### config.mk
export PLATFORM = sky130hd
export DESIGN_NAME = lsb_stego_stream_extractor_top
export DESIGN_NICKNAME = d
export VERILOG_FILES = /design/src/hw/rtl/lse_pkg.sv /design/src/hw/rtl/lse_cfg_regs.sv /design/src/hw/rtl/lse_parser.sv /design/src/hw/rtl/lse_out_buf.sv /design/src/hw/rtl/lsb_stego_stream_extractor_top.sv
export SDC_FILE = /design/constraint.sdc
export NUM_CORES = 1
export LEC_CHECK = 0
export ABC_AREA = 1
export BUFFER_PORTS_ARGS = -buffer_cell sky130_fd_sc_hd__buf_2
export CAP_MARGIN = 10
export CORE_UTILIZATION = 36
export DETAILED_ROUTE_END_ITERATION = 12
export GPL_ROUTABILITY_DRIVEN = 0
export SLEW_MARGIN = 5
export SYNTH_ARGS = -nofsm -noshare
export SYNTH_HDL_FRONTEND = slang
export SYNTH_HIERARCHICAL = 1
export SYNTH_SLANG_ARGS = --single-unit
### constraint.sdc
create_clock -name clk_i -period 3.8 [get_ports clk_i]
set_input_delay 0.19 -clock clk_i [delete_from_list [all_inputs] [get_ports clk_i]]
set_output_delay 0.19 -clock clk_i [all_outputs]
set_load 0.1 [all_outputs]
### src/hw/rtl/lse_pkg.sv
`timescale 1ns / 1ps
`default_nettype none
// ----------------------------------------------------------------------------
// lse_pkg
// Shared types and constants of the LSB stego stream extractor.
// ----------------------------------------------------------------------------
package lse_pkg;

  // Frame geometry
  localparam int SIZE_FIELD_BITS = 32;
  localparam int CHAR_BITS       = 8;
  localparam int MAX_EXTN_CHARS  = 4;
  localparam int MAX_MAGIC_CHARS = 8;

  // Counter and field widths
  localparam int BitCntW = $clog2(SIZE_FIELD_BITS + 1);

  // Configuration register indexes
  typedef enum logic [2:0] {
    CFG_HEADER_SKIP   = 3'd0,
    CFG_MAGIC_LENGTH  = 3'd1,
    CFG_MAGIC_CHARS   = 3'd2,
    CFG_EXTN_CHECK_EN = 3'd3,
    CFG_EXP_EXTN_LEN  = 3'd4,
    CFG_EXP_EXTN      = 3'd5
  } cfg_idx_e;

  // Result kinds
  typedef enum logic [1:0] {
    KIND_EXTN_CHAR = 2'd0,
    KIND_PAYLOAD   = 2'd1,
    KIND_EMPTY     = 2'd2,
    KIND_ERROR     = 2'd3
  } kind_e;

  // Error codes
  typedef enum logic [1:0] {
    ERR_MAGIC      = 2'd0,
    ERR_EXTN_LONG  = 2'd1,
    ERR_EXTN_MATCH = 2'd2
  } err_e;

  // Parse phase, one-hot
  typedef enum logic [7:0] {
    PH_HEADER  = 8'b0000_0001,
    PH_MAGIC   = 8'b0000_0010,
    PH_EXTLEN  = 8'b0000_0100,
    PH_EXTN    = 8'b0000_1000,
    PH_PAYLEN  = 8'b0001_0000,
    PH_PAYLOAD = 8'b0010_0000,
    PH_DONE    = 8'b0100_0000,
    PH_HALT    = 8'b1000_0000
  } phase_e;

  // Configuration register set
  typedef struct packed {
    logic [9:0]  header_skip;
    logic [3:0]  magic_length;
    logic [63:0] magic_chars;
    logic        extn_check_enable;
    logic [2:0]  expected_extn_length;
    logic [31:0] expected_extn;
  } cfg_t;

  // Input item
  typedef struct packed {
    logic [7:0] image_byte;
    logic       start_of_image;
  } in_item_t;

  // Result item
  typedef struct packed {
    kind_e      kind;
    logic [7:0] value;
    err_e       error_code;
    logic       last;
  } result_t;

endpackage
`default_nettype wire

### src/hw/rtl/lse_cfg_regs.sv
`timescale 1ns / 1ps
`default_nettype none
// ----------------------------------------------------------------------------
// lse_cfg_regs
// Configuration register file, written one register per transfer.
// ----------------------------------------------------------------------------
module lse_cfg_regs import lse_pkg::*; (
  input  wire logic        clk_i,
  input  wire logic        rst_ni,
  input  wire logic        wr_en_i,
  input  wire logic [2:0]  wr_index_i,
  input  wire logic [63:0] wr_data_i,
  output cfg_t             cfg_o
);

  cfg_t cfg_q, cfg_d;

  // Decode the register index
  always_comb begin
    cfg_d = cfg_q;
    if (wr_en_i) begin
      case (cfg_idx_e'(wr_index_i))
        CFG_HEADER_SKIP:   cfg_d.header_skip          = wr_data_i[9:0];
        CFG_MAGIC_LENGTH:  cfg_d.magic_length         = wr_data_i[3:0];
        CFG_MAGIC_CHARS:   cfg_d.magic_chars          = wr_data_i;
        CFG_EXTN_CHECK_EN: cfg_d.extn_check_enable    = wr_data_i[0];
        CFG_EXP_EXTN_LEN:  cfg_d.expected_extn_length = wr_data_i[2:0];
        CFG_EXP_EXTN:      cfg_d.expected_extn        = wr_data_i[31:0];
        default:           cfg_d = cfg_q;
      endcase
    end
  end

  always_ff @(posedge clk_i or negedge rst_ni) begin
    if (!rst_ni) begin
      cfg_q.header_skip          <= 10'd54;
      cfg_q.magic_length         <= 4'd2;
      cfg_q.magic_chars          <= '0;
      cfg_q.extn_check_enable    <= 1'b0;
      cfg_q.expected_extn_length <= 3'd4;
      cfg_q.expected_extn        <= '0;
    end else begin
      cfg_q <= cfg_d;
    end
  end

  assign cfg_o = cfg_q;

endmodule
`default_nettype wire

### src/hw/rtl/lse_parser.sv
`timescale 1ns / 1ps
`default_nettype none
// ----------------------------------------------------------------------------
// lse_parser
// Frame parser: one image byte per cycle while accept_i is high; shifts in
// its LSB and steps the header / signature / extension / length / payload sequence.
// ----------------------------------------------------------------------------
module lse_parser import lse_pkg::*; (
  input  wire logic     clk_i,
  input  wire logic     rst_ni,
  input  wire logic     accept_i,
  input  in_item_t      item_i,
  input  cfg_t          cfg_i,
  output logic          res_valid_o,
  output result_t       res_o
);

  phase_e                  phase_q, phase_d;
  logic [9:0]              hdr_cnt_q, hdr_cnt_d;
  logic [SIZE_FIELD_BITS-1:0] shift_q, shift_d;
  logic [BitCntW-1:0]      bit_cnt_q, bit_cnt_d;
  logic [2:0]              char_idx_q, char_idx_d;
  logic [2:0]              extn_len_q, extn_len_d;
  logic [SIZE_FIELD_BITS-1:0] pay_rem_q, pay_rem_d;

  logic [3:0]              magic_eff;
  logic                    res_valid;
  result_t                 res;

  // Signature length clamp
  assign magic_eff = (cfg_i.magic_length > 4'(MAX_MAGIC_CHARS)) ?
                     4'(MAX_MAGIC_CHARS) : cfg_i.magic_length;

  // Next state and result for the byte at the input
  always_comb begin
    logic                       skip;
    logic [SIZE_FIELD_BITS-1:0] shifted;
    logic [BitCntW-1:0]         cnt_inc;
    logic [SIZE_FIELD_BITS-1:0] n;
    logic [CHAR_BITS-1:0]       ch;
    logic [CHAR_BITS-1:0]       exp_ch;
    logic [3:0]                 idx_inc;

    phase_d    = phase_q;
    hdr_cnt_d  = hdr_cnt_q;
    shift_d    = shift_q;
    bit_cnt_d  = bit_cnt_q;
    char_idx_d = char_idx_q;
    extn_len_d = extn_len_q;
    pay_rem_d  = pay_rem_q;
    res_valid  = 1'b0;
    res        = '0;
    skip       = 1'b0;
    shifted    = '0;
    cnt_inc    = '0;
    n          = '0;
    ch         = '0;
    exp_ch     = '0;
    idx_inc    = '0;

    // Start mark clears parsing state
    if (item_i.start_of_image) begin
      phase_d    = PH_HEADER;
      hdr_cnt_d  = '0;
      shift_d    = '0;
      bit_cnt_d  = '0;
      char_idx_d = '0;
      extn_len_d = '0;
      pay_rem_d  = '0;
    end

    // Header skip
    if (phase_d == PH_HEADER) begin
      if (hdr_cnt_d < cfg_i.header_skip) begin
        hdr_cnt_d = hdr_cnt_d + 10'd1;
        skip      = 1'b1;
      end else begin
        phase_d = (magic_eff == 4'd0) ? PH_EXTLEN : PH_MAGIC;
      end
    end

    if (!skip && phase_d != PH_DONE && phase_d != PH_HALT) begin
      shifted   = {shift_d[SIZE_FIELD_BITS-2:0], item_i.image_byte[0]};
      cnt_inc   = bit_cnt_d + BitCntW'(1);
      shift_d   = shifted;
      bit_cnt_d = cnt_inc;
      ch        = shifted[CHAR_BITS-1:0];
      idx_inc   = {1'b0, char_idx_d} + 4'd1;

      case (phase_d)
        // Size fields
        PH_EXTLEN, PH_PAYLEN: begin
          if (cnt_inc == BitCntW'(SIZE_FIELD_BITS)) begin
            n         = shifted;
            shift_d   = '0;
            bit_cnt_d = '0;
            if (phase_d == PH_EXTLEN) begin
              if (n > SIZE_FIELD_BITS'(MAX_EXTN_CHARS)) begin
                phase_d        = PH_HALT;
                res_valid      = 1'b1;
                res.kind       = KIND_ERROR;
                res.error_code = ERR_EXTN_LONG;
                res.last       = 1'b1;
              end else begin
                extn_len_d = n[2:0];
                char_idx_d = '0;
                if (cfg_i.extn_check_enable &&
                    n != SIZE_FIELD_BITS'(cfg_i.expected_extn_length)) begin
                  phase_d        = PH_HALT;
                  res_valid      = 1'b1;
                  res.kind       = KIND_ERROR;
                  res.error_code = ERR_EXTN_MATCH;
                  res.last       = 1'b1;
                end else begin
                  phase_d = (n == '0) ? PH_PAYLEN : PH_EXTN;
                end
              end
            end else begin
              pay_rem_d = n;
              if (n == '0) begin
                phase_d   = PH_DONE;
                res_valid = 1'b1;
                res.kind  = KIND_EMPTY;
                res.last  = 1'b1;
              end else begin
                phase_d = PH_PAYLOAD;
              end
            end
          end
        end

        // Signature characters
        PH_MAGIC: begin
          if (cnt_inc == BitCntW'(CHAR_BITS)) begin
            shift_d   = '0;
            bit_cnt_d = '0;
            exp_ch    = cfg_i.magic_chars[{char_idx_d, 3'b000} +: CHAR_BITS];
            if (ch != exp_ch) begin
              phase_d        = PH_HALT;
              res_valid      = 1'b1;
              res.kind       = KIND_ERROR;
              res.error_code = ERR_MAGIC;
              res.last       = 1'b1;
            end else if (idx_inc >= magic_eff) begin
              char_idx_d = '0;
              phase_d    = PH_EXTLEN;
            end else begin
              char_idx_d = idx_inc[2:0];
            end
          end
        end

        // Extension characters: emit or compare
        PH_EXTN: begin
          if (cnt_inc == BitCntW'(CHAR_BITS)) begin
            shift_d   = '0;
            bit_cnt_d = '0;
            exp_ch    = char_idx_d[2] ? '0 :
                        cfg_i.expected_extn[{char_idx_d[1:0], 3'b000} +: CHAR_BITS];
            if (cfg_i.extn_check_enable && ch != exp_ch) begin
              phase_d        = PH_HALT;
              res_valid      = 1'b1;
              res.kind       = KIND_ERROR;
              res.error_code = ERR_EXTN_MATCH;
              res.last       = 1'b1;
            end else begin
              if (!cfg_i.extn_check_enable) begin
                res_valid = 1'b1;
                res.kind  = KIND_EXTN_CHAR;
                res.value = ch;
              end
              if (idx_inc >= {1'b0, extn_len_d}) begin
                char_idx_d = '0;
                phase_d    = PH_PAYLEN;
              end else begin
                char_idx_d = idx_inc[2:0];
              end
            end
          end
        end

        // Payload bytes
        PH_PAYLOAD: begin
          if (cnt_inc == BitCntW'(CHAR_BITS)) begin
            shift_d   = '0;
            bit_cnt_d = '0;
            pay_rem_d = pay_rem_d - SIZE_FIELD_BITS'(1);
            res_valid = 1'b1;
            res.kind  = KIND_PAYLOAD;
            res.value = ch;
            res.last  = (pay_rem_q == SIZE_FIELD_BITS'(1));
            if (pay_rem_d == '0) begin
              phase_d = PH_DONE;
            end
          end
        end

        default: begin
          phase_d = phase_q;
        end
      endcase
    end
  end

  // State registers, advanced on each accepted byte
  always_ff @(posedge clk_i or negedge rst_ni) begin
    if (!rst_ni) begin
      phase_q    <= PH_HEADER;
      hdr_cnt_q  <= '0;
      shift_q    <= '0;
      bit_cnt_q  <= '0;
      char_idx_q <= '0;
      extn_len_q <= '0;
      pay_rem_q  <= '0;
    end else if (accept_i) begin
      phase_q    <= phase_d;
      hdr_cnt_q  <= hdr_cnt_d;
      shift_q    <= shift_d;
      bit_cnt_q  <= bit_cnt_d;
      char_idx_q <= char_idx_d;
      extn_len_q <= extn_len_d;
      pay_rem_q  <= pay_rem_d;
    end
  end

  assign res_valid_o = accept_i && res_valid;
  assign res_o       = res;

endmodule
`default_nettype wire

### src/hw/rtl/lse_out_buf.sv
`timescale 1ns / 1ps
`default_nettype none
// ----------------------------------------------------------------------------
// lse_out_buf
// Result register with a skid stage behind it; stalls upstream only when
// the skid stage is occupied.
// ----------------------------------------------------------------------------
module lse_out_buf import lse_pkg::*; (
  input  wire logic clk_i,
  input  wire logic rst_ni,
  input  wire logic push_i,
  input  result_t   push_data_i,
  output logic      full_o,
  output logic      out_valid_o,
  input  wire logic out_stall_i,
  output result_t   out_data_o
);

  logic    out_valid_q, out_valid_d;
  logic    skid_valid_q, skid_valid_d;
  result_t out_q, out_d;
  result_t skid_q, skid_d;
  logic    pop;

  assign pop = out_valid_q && !out_stall_i;

  // Buffer control
  always_comb begin
    out_valid_d  = out_valid_q;
    skid_valid_d = skid_valid_q;
    out_d        = out_q;
    skid_d       = skid_q;
    if (skid_valid_q) begin
      if (pop) begin
        out_d        = skid_q;
        skid_valid_d = 1'b0;
      end
    end else if (out_valid_q && !pop) begin
      if (push_i) begin
        skid_d       = push_data_i;
        skid_valid_d = 1'b1;
      end
    end else begin
      out_valid_d = push_i;
      if (push_i) begin
        out_d = push_data_i;
      end
    end
  end

  always_ff @(posedge clk_i or negedge rst_ni) begin
    if (!rst_ni) begin
      out_valid_q  <= 1'b0;
      skid_valid_q <= 1'b0;
    end else begin
      out_valid_q  <= out_valid_d;
      skid_valid_q <= skid_valid_d;
    end
  end

  // Payload registers, no reset
  always_ff @(posedge clk_i) begin
    out_q  <= out_d;
    skid_q <= skid_d;
  end

  assign full_o      = skid_valid_q;
  assign out_valid_o = out_valid_q;
  assign out_data_o  = out_q;

endmodule
`default_nettype wire

### src/hw/rtl/lsb_stego_stream_extractor_top.sv
`timescale 1ns / 1ps
`default_nettype none
// ----------------------------------------------------------------------------
// lsb_stego_stream_extractor_top
// Extracts a hidden frame from the LSBs of a cover image byte stream.
//
//   Channel  Direction  Handshake                 Payload
//   in       input      in_valid_i / in_stall_o   in_item_t  (image byte, start mark)
//   out      output     out_valid_o / out_stall_i result_t   (kind, value, code, last)
//   cfg      input      cfg_valid_i / cfg_ready_o index 3b, data 64b
//
// One image byte is taken per cycle while in_stall_o is low; the parser
// state updates in that cycle and any result is registered at the same edge,
// in the output register or, behind a stalled one, in the skid stage.
// in_stall_o rises only when both the output register and its skid stage
// hold results; the input then waits until the sink drains one.
// Reset restores the register defaults and starts as if an image began.
// ----------------------------------------------------------------------------
module lsb_stego_stream_extractor_top import lse_pkg::*; (
  input  wire logic        clk_i,
  input  wire logic        rst_ni,
  // image byte channel
  input  wire logic        in_valid_i,
  output logic             in_stall_o,
  input  in_item_t         in_data_i,
  // result channel
  output logic             out_valid_o,
  input  wire logic        out_stall_i,
  output result_t          out_data_o,
  // configuration writes
  input  wire logic        cfg_valid_i,
  output logic             cfg_ready_o,
  input  wire logic [2:0]  cfg_index_i,
  input  wire logic [63:0] cfg_data_i
);

  cfg_t    cfg;
  logic    in_accept;
  logic    res_valid;
  result_t res;
  logic    buf_full;

  assign cfg_ready_o = 1'b1;
  assign in_accept   = in_valid_i && !buf_full;
  assign in_stall_o  = buf_full;

  // Configuration registers
  lse_cfg_regs u_cfg (
    .clk_i      (clk_i),
    .rst_ni     (rst_ni),
    .wr_en_i    (cfg_valid_i && cfg_ready_o),
    .wr_index_i (cfg_index_i),
    .wr_data_i  (cfg_data_i),
    .cfg_o      (cfg)
  );

  // Frame parser
  lse_parser u_parser (
    .clk_i       (clk_i),
    .rst_ni      (rst_ni),
    .accept_i    (in_accept),
    .item_i      (in_data_i),
    .cfg_i       (cfg),
    .res_valid_o (res_valid),
    .res_o       (res)
  );

  // Result register and skid stage
  lse_out_buf u_out (
    .clk_i       (clk_i),
    .rst_ni      (rst_ni),
    .push_i      (res_valid),
    .push_data_i (res),
    .full_o      (buf_full),
    .out_valid_o (out_valid_o),
    .out_stall_i (out_stall_i),
    .out_data_o  (out_data_o)
  );

`ifndef SYNTHESIS
  // Skid stage only fills behind an occupied result register
  a_stall_needs_out : assert property (@(posedge clk_i) disable iff (!rst_ni)
    in_stall_o |-> out_valid_o)
    else $error("input stalled with empty result register");

  // Stall only follows a stalled result
  a_stall_cause : assert property (@(posedge clk_i) disable iff (!rst_ni)
    $rose(in_stall_o) |-> $past(out_valid_o && out_stall_i))
    else $error("input stall without a stalled result");

  // Empty-frame and error results always close the frame
  a_last_on_end : assert property (@(posedge clk_i) disable iff (!rst_ni)
    (out_valid_o && (out_data_o.kind == KIND_ERROR || out_data_o.kind == KIND_EMPTY))
      |-> (out_data_o.last && out_data_o.value == '0))
    else $error("end result without last flag or with nonzero value");
`endif

endmodule
`default_nettype wire
# == Word-level counts from Yosys, hierarchy flattened ==
# Cells that the tools add are included.
# W data, S select, Z words.
# classes
bitwise,2
eq_ne,22
multipliers,0
n_lt_le_gt_ge,5
n_reduce_logical,29
n_mux,108
div,0
add_sub_neg,4
shifts,2
# ops
operator,n
$mux W32,5
$mux W8,19
$mux W31,4
$mux W13,6
$mux W3,23
$logic_not A32 Y1,2
$pmux W32 S2,1
$shiftx A64 B7 Y8,1
$pmux W31 S2,1
$eq A32 B1 Y1 const B,1
$gt A32 B3 Y1 const B,1
$ne A32 B3 Y1,1
$pmux W8 S4,1
$shiftx A32 B6 Y8,1
$sub A32 B1 Y32 const B,1
$mux W10,3
$mux W6,4
$mux W1,21
$mux W2,9
$ne A8 B8 Y1,2
$pmux W8 S2,1
$reduce_and A2 Y1,8
$pmux W6 S2,1
$add A10 B1 Y10 const B,1
other kinds (39),54
# totals
output_inout_bits,16
memories,0
mem_bits_rw,0
reg_bits,235
rom_bits,0
in_bits,81
latch_bits,0

# == Logic depth before layout (Yosys ltp) ==
# depth
ltp_word,15
ltp_mapped,31
ltp_nobuf,27

# == Modules after synthesis ==
# Netlist, hierarchy kept.
# by_module_without_submodules
mod,instances,area_each_um2,cells_per_inst
lse_parser,1,10633.9,1870
lse_cfg_regs,1,4539.4,504
lse_out_buf,1,1103.6,89
lsb_stego_stream_extractor_top,1,21.3,4

# == Worst setup path after synthesis ==
# No wires, ideal clock.
# synth_timing
path_kind,in2reg
start,input port in_data_i[0] (netlist name)
end,register u_out.out_q (netlist bit u_out/out_data_o[0]) (enable)
slack_ns,-0.450
setup_ns,0.382
arrival_ns,3.868
required_time_ns,3.418
stages,29
path_buffers,5
cell_sequence,buf_6 -> buf_6 -> buf_6 -> clkbuf_1 -> buf_1 -> nor2_1 -> ha_1 -> nand2_1 -> nor2_1 -> nand2_1 -> nor2_1 -> nand3_1 -> nand2_1 -> inv_2 -> nand2_2 -> nand2_2 -> nand2_2 -> nand3_4 -> inv_1 -> nand2_1 -> nor2_2 -> nor2_1 -> nand3_1 -> nand2_2 -> inv_2 -> nand3_1 -> inv_1 -> nor2_1 -> nor2_1
# synth_between
elab_chain_cells,12
word_cells_on_any_way,50
classes_between,add/sub: 1; order compare: 2; eq/ne: 13; shift: 2; mux: 22; reduce/logical: 10
# synth_lines
element,line,source
"start, declared",lsb_stego_stream_extractor_top.sv:25,"input in_item_t in_data_i,"
"$mux W10, or another cell as far along",lse_parser.sv:62,if (item_i.start_of_image) begin
"$lt A10 B10 Y1, or another cell as far along",lse_parser.sv:74,if (hdr_cnt_d < cfg_i.header_skip) begin
"$mux W8, or another cell as far along",lse_parser.sv:74,
"$mux W8, or another cell as far along",lse_parser.sv:73,if (phase_d == PH_HEADER) begin
"$eq A8 B3 Y1, or another cell as far along","lse_parser.sv:90, lse_parser.sv:97",
$mux W1 (on tied branches),"lse_parser.sv:97, lse_parser.sv:160",
$mux W1 (on tied branches),"lse_parser.sv:93, lse_parser.sv:155",
$pmux W1 S4,lse_parser.sv:90,case (phase_d)
$mux W1 *,lse_parser.sv:82,if (!skip && phase_d != PH_DONE && phase_d != PH_HALT) begin
$logic_and A1 B1 Y1 *,lse_parser.sv:226,assign res_valid_o = accept_i && res_valid;
named net res_valid,lsb_stego_stream_extractor_top.sv:39,logic res_valid;
$reduce_bool A2 Y1 (no source line) *,--,
$reduce_and A3 Y1 (no source line) *,--,
"end signal, assigned",lse_out_buf.sv:63,out_q <= out_d;
"end, declared",lse_out_buf.sv:21,"result_t out_q, out_d;"
# The timed path passes the listed nets; every way through them passes the cells marked *.
# A chain may end at the register's enable or synchronous reset.

# == Worst setup path after layout ==
# layout_timing
start,register u_parser.hdr_cnt_q[8]
end,register u_out/skid_q[1] (netlist name) (enable)
# layout_between
elab_chain_cells,11
word_cells_on_any_way,23
classes_between,order compare: 1; eq/ne: 7; mux: 9; reduce/logical: 6
# layout_lines
element,line,source
"start, declared",lse_parser.sv:19,"logic [9:0] hdr_cnt_q, hdr_cnt_d;"
"start signal, assigned",lse_parser.sv:217,hdr_cnt_q <= hdr_cnt_d;
$mux W10 *,lse_parser.sv:62,
$lt A10 B10 Y1 *,lse_parser.sv:74,
$mux W8,lse_parser.sv:74,
$mux W8,lse_parser.sv:73,
$eq A8 B3 Y1,"lse_parser.sv:90, lse_parser.sv:97",
$mux W1,lse_parser.sv:97,if (phase_d == PH_EXTLEN) begin
$mux W1,lse_parser.sv:93,if (cnt_inc == BitCntW'(SIZE_FIELD_BITS)) begin
$pmux W1 S4,lse_parser.sv:90,
$mux W1 *,lse_parser.sv:82,
$logic_and A1 B1 Y1 *,lse_parser.sv:226,
named net res_valid,lsb_stego_stream_extractor_top.sv:39,
$reduce_and A3 Y1 (no source line) *,--,
"end signal, assigned",lse_out_buf.sv:64,skid_q <= skid_d;
"end, declared",lse_out_buf.sv:22,"result_t skid_q, skid_d;"
# Marked as above.

==> impl_metrics.py <==
metrics = {
    "sta": {
        "slew-limit-headroom_pct": 36.53,
        "fin_crit_ns": 3.418,
        "fin_crit_sh_pct": 89.95,
        "slew_violations": 0,
        "fin_ws_ns": 0.3819,
        "tns_ns": 0,
        "fmax_mhz": 292.6,
        "rsz0062_at_grt": "no",
        "tightest_slew_ns": 0.9520,
        "finClkSkew_ns": 0.009142,
        "hold_viol": 0,
        "setup_viol": 0,
    },
    "floorplan": {
        "dieArea_um2": 46130,
        "num_rows": 77,
        "coreArea_um2": 44410,
        "io_pins": 97,
        "start_util_pct": 36.70,
        "dieHeight_um": 214.8,
        "die_width_um": 214.8,
    },
    "synthesis": {
        "synth_xor_area_share_pct": 2.042,
        "yosysTopAreaCell": "dfrtp_1",
        "synth.yosys.seq_area_share_pct": 36.93,
        "yosysTopAreaCellShare_pct": 31.01,
        "yosys-top-cells-count": "nand2_1, nand3_1, nor2_1, inv_1, dfrtp_1",
        "syn_nets": 2567,
        "synth-compound-area-share_pct": 7.147,
        "synth_most_common_cell": "nand2_1",
        "synth.area.mux_share_pct": 0,
        "yosys.area_share.simple_pct": 41.92,
        "yosys_warnings": 6,
        "ys_ff_latch": 235,
        "synth.avg_cell_area_um2": 6.606,
        "synth_edf_count": 26,
        "yosys_most_used_dff": "dfrtp_1",
        "synthAdderAreaFrac_pct": 1.459,
        "synthTopCellsByArea": "dfrtp_1, nand2_1, nand3_1",
        "syn_area_um2": 16300,
        "synth_top_family_by_area": "simple AND/OR/NAND/NOR gates",
        "async_flop_share_pct": 88.94,
        "postSynthCellCount": 2467,
        "synthDistinctLibCells": 54,
    },
    "finish": {
        "area_growth_pct": 16.00,
        "diodes": 0,
        "postLayoutCoreUtil_pct": 42.57,
        "num-nets-final": 2686,
        "fillers": 4559,
        "final_cell_count_no_fill": 3201,
        "drive_gt1_share_pct": 11.38,
    },
    "worst_setup_path": {
        "cp-endpoint": "u_out/skid_q[1]",
        "cp-startpoint": "u_parser/hdr_cnt_q[8]",
        "crit_fanout": 23,
        "critPathKind": "reg -> reg",
        "r2r-end": "u_out/skid_q[1]",
        "cp.required_ns": 4.08,
        "reg2regPathDepth": 25,
        "r2r_start": "u_parser/hdr_cnt_q[8]",
        "start_kind": "register",
        "worst_ep_arrival_time_ns": 3.70,
        "crit_path_end_kind": "register",
        "r2r_slack_ns": 0.38,
    },
    "route": {
        "drc": 0,
        "routedWlPerCell_um": 15.45,
        "top_layer_used": "met4",
        "ant_nets": 0,
        "first_pass_iters": 7,
        "vias_per_cell": 5.047,
        "route.met2.wl_mm": 22.32,
        "dr_wl_met3_mm": 2.893,
        "num_vias": 16160,
        "wl_mm": 49.45,
        "wl_met1_mm": 23.05,
        "drt_iter0_drc": 1455,
    },
    "clock_network": {
        "cts_made_buffers": 29,
        "clk_pin_slew_ns": 0.06,
        "root_buffer": "clkbuf_16",
        "cts.sinks": 235,
        "cts_buffer_depth": 3,
        "cts_tree": "yes",
        "h-tree-depth": 1,
        "clock_latency_ns": 0.58,
    },
    "grt": {
        "grt_max_degree": 101,
        "grt_pass1_wl_mm": 81.65,
        "antenna_found_initial": 1,
        "grt-ovfl-total": 0,
        "first_global_vias": 15490,
        "grt_usage_pct": 21.53,
    },
    "placement": {
        "io_buffer_count": 88,
        "place_ws_ns": 0.2155,
        "dp_cells": 3077,
        "hpwl_mm": 33.20,
    },
    "pwr": {
        "ir_drop_mv": 0.3861,
        "leakage_nw": 9.707,
        "powerDensity_nw_per_um2": 486.9,
    },
    "min_path": {
        "min_path_cells": 3,
        "hold_path.class": "in -> reg",
    },
    "status": {
        "status": "finished clean",
    },
    "run": {
        "cap_violations": 0,
    },
}
==> cells in the final DEF (no fill, tap or decap), types with 3 or more instances in the layout <==
cell           Yosys  layout
clkinv_2           0       6
nor3_1            17      17
nor2_4             9      14
nand3_1          298     298
nor2_2            17      15
inv_1            210     208
buf_12             1       6
nand4_1           22      22
edfxtp_1          26      26
o22ai_1            4       4
nand3_2            4       4
dlygate4sd3_1      1      68
o21ai_1            9       9
bufinv_16          0       5
xnor2_1            3       3
clkbuf_8           1       5
buf_4             15      47
a21oi_2            3       3
nor4_1             7       7
nand2_4            4       4
a21oi_1           97      97
dfrtp_1          202     201
buf_2             45      87
clkbuf_1          29       5
dfstp_2            7       7
o21ai_0           85      85
ha_1              19      19
clkbuf_16          0      29
o211ai_1          11      11
inv_2             14      15
xor2_1            35      35
nor2_1           255     252
nor3_2             3       3
nand2_2           30      30
nand2_1          931     931
==> worst max-delay path, stage by stage (launching register included) <==
cell	delay [ns]
dfrtp_1	0.36
inv_1	0.09
nor2_1	0.06
ha_1	0.28
nand2_1	0.08
nor2_2	0.15
nand2_1	0.06
nor2_1	0.10
nand3_1	0.07
nand2_1	0.08
inv_2	0.05
nand2_2	0.09
nand3_4	0.12
nand2_2	0.13
nand2_2	0.08
nor2_4	0.22
nand2_4	0.11
nand2_8	0.20
nand2_1	0.13
nand2_1	0.08
nand3_1	0.09
inv_1	0.11
inv_1	0.04
nor2_1	0.08
nand2_1	0.12
clkinv_4	0.14
==> final cells by class <==
cell class,count,area (um^2),share of cell area (%)
Multi-Input combinational cell,1881,8603,45.51
Sequential cell,235,6021,31.85
Timing Repair Buffer,211,1630,8.623
Inverter,228,873.3,4.619
Clock buffer,39,813.3,4.302
Tap cell,592,740.7,3.918
Clock inverter,15,224.0,1.185
==> flip-flops by register name (all words and copies together), names as in the netlist <==
| name | cells |
|---|---|
| u_cfg/cfg_o | 114 |
| u_parser/pay_rem_q | 32 |
| u_parser/shift_q | 31 |
| u_out/out_data_o | 13 |
| u_out/skid_q | 13 |
| u_parser/hdr_cnt_q | 10 |
| u_parser/phase_q | 8 |
| u_parser/bit_cnt_q | 6 |
| u_parser/char_idx_q | 3 |
| u_parser/extn_len_q | 3 |
| u_out/full_o | 1 |
| u_out/out_valid_o | 1 |
==> report_power, final <==
part	internal (mW)	switching (mW)	leakage, nW
registers	3.01	0.272	2.87
clock network	1.85	1.17	0.508
logic	1.00	1.90	6.33
==> cells by family (layout without fill, tap and decap cells) <==
group / count (synthesis) / count (layout)
AND/OR/NAND/NOR: 1604 / 1604
buffers and inverters: 351 / 493
flip-flops: 235 / 235
AO/OA/AOI/OAI: 219 / 219
XOR/XNOR: 38 / 38
adder cells (fa/ha/maj): 19 / 19
other: 1 / 1
==> worst min-delay path by stage <==
stage                              to  slack, ns         start
2_1_floorplan          u_cfg/cfg_o[0]      -0.11        rst_ni
3_3_place_gp             u_out/full_o       0.33        rst_ni
3_5_place_dp             u_out/full_o       0.32        rst_ni
4_1_cts        u_parser/extn_len_q[0]       0.02  in_data_i[1]
5_1_grt        u_parser/extn_len_q[0]       0.06  in_data_i[1]
6_report       u_parser/extn_len_q[0]       0.05  in_data_i[1]
==> per-layer routing <==
metal,vias up,global-route usage (%)
li1,8037,-
met1,7532,30.13
met2,522,34.65
met3,65,2.746
met4,0,6.214
met5,-,0
==> metrics by stage <==
stage	hold slack [ns]	instance area (um^2)	total power [mW]
finish	0.04774	18910	9.206
floorplan	-0.1056	16310	5.363
global route	0.06394	18910	9.835
global placement	0.3269	17120	6.064
CTS	0.02068	18850	9.250
detailed placement	0.3216	17130	6.129
==> repair_timing <==
action / in CTS / in global routing
setup endpoints to repair: 0 / 59
hold buffers: 68 / 0
gates resized for setup: 0 / 7
endpoints found under the hold margin: 214 / 0
buffers inserted: 0 / 1
Note: power is estimated with default switching activity, not from simulation.
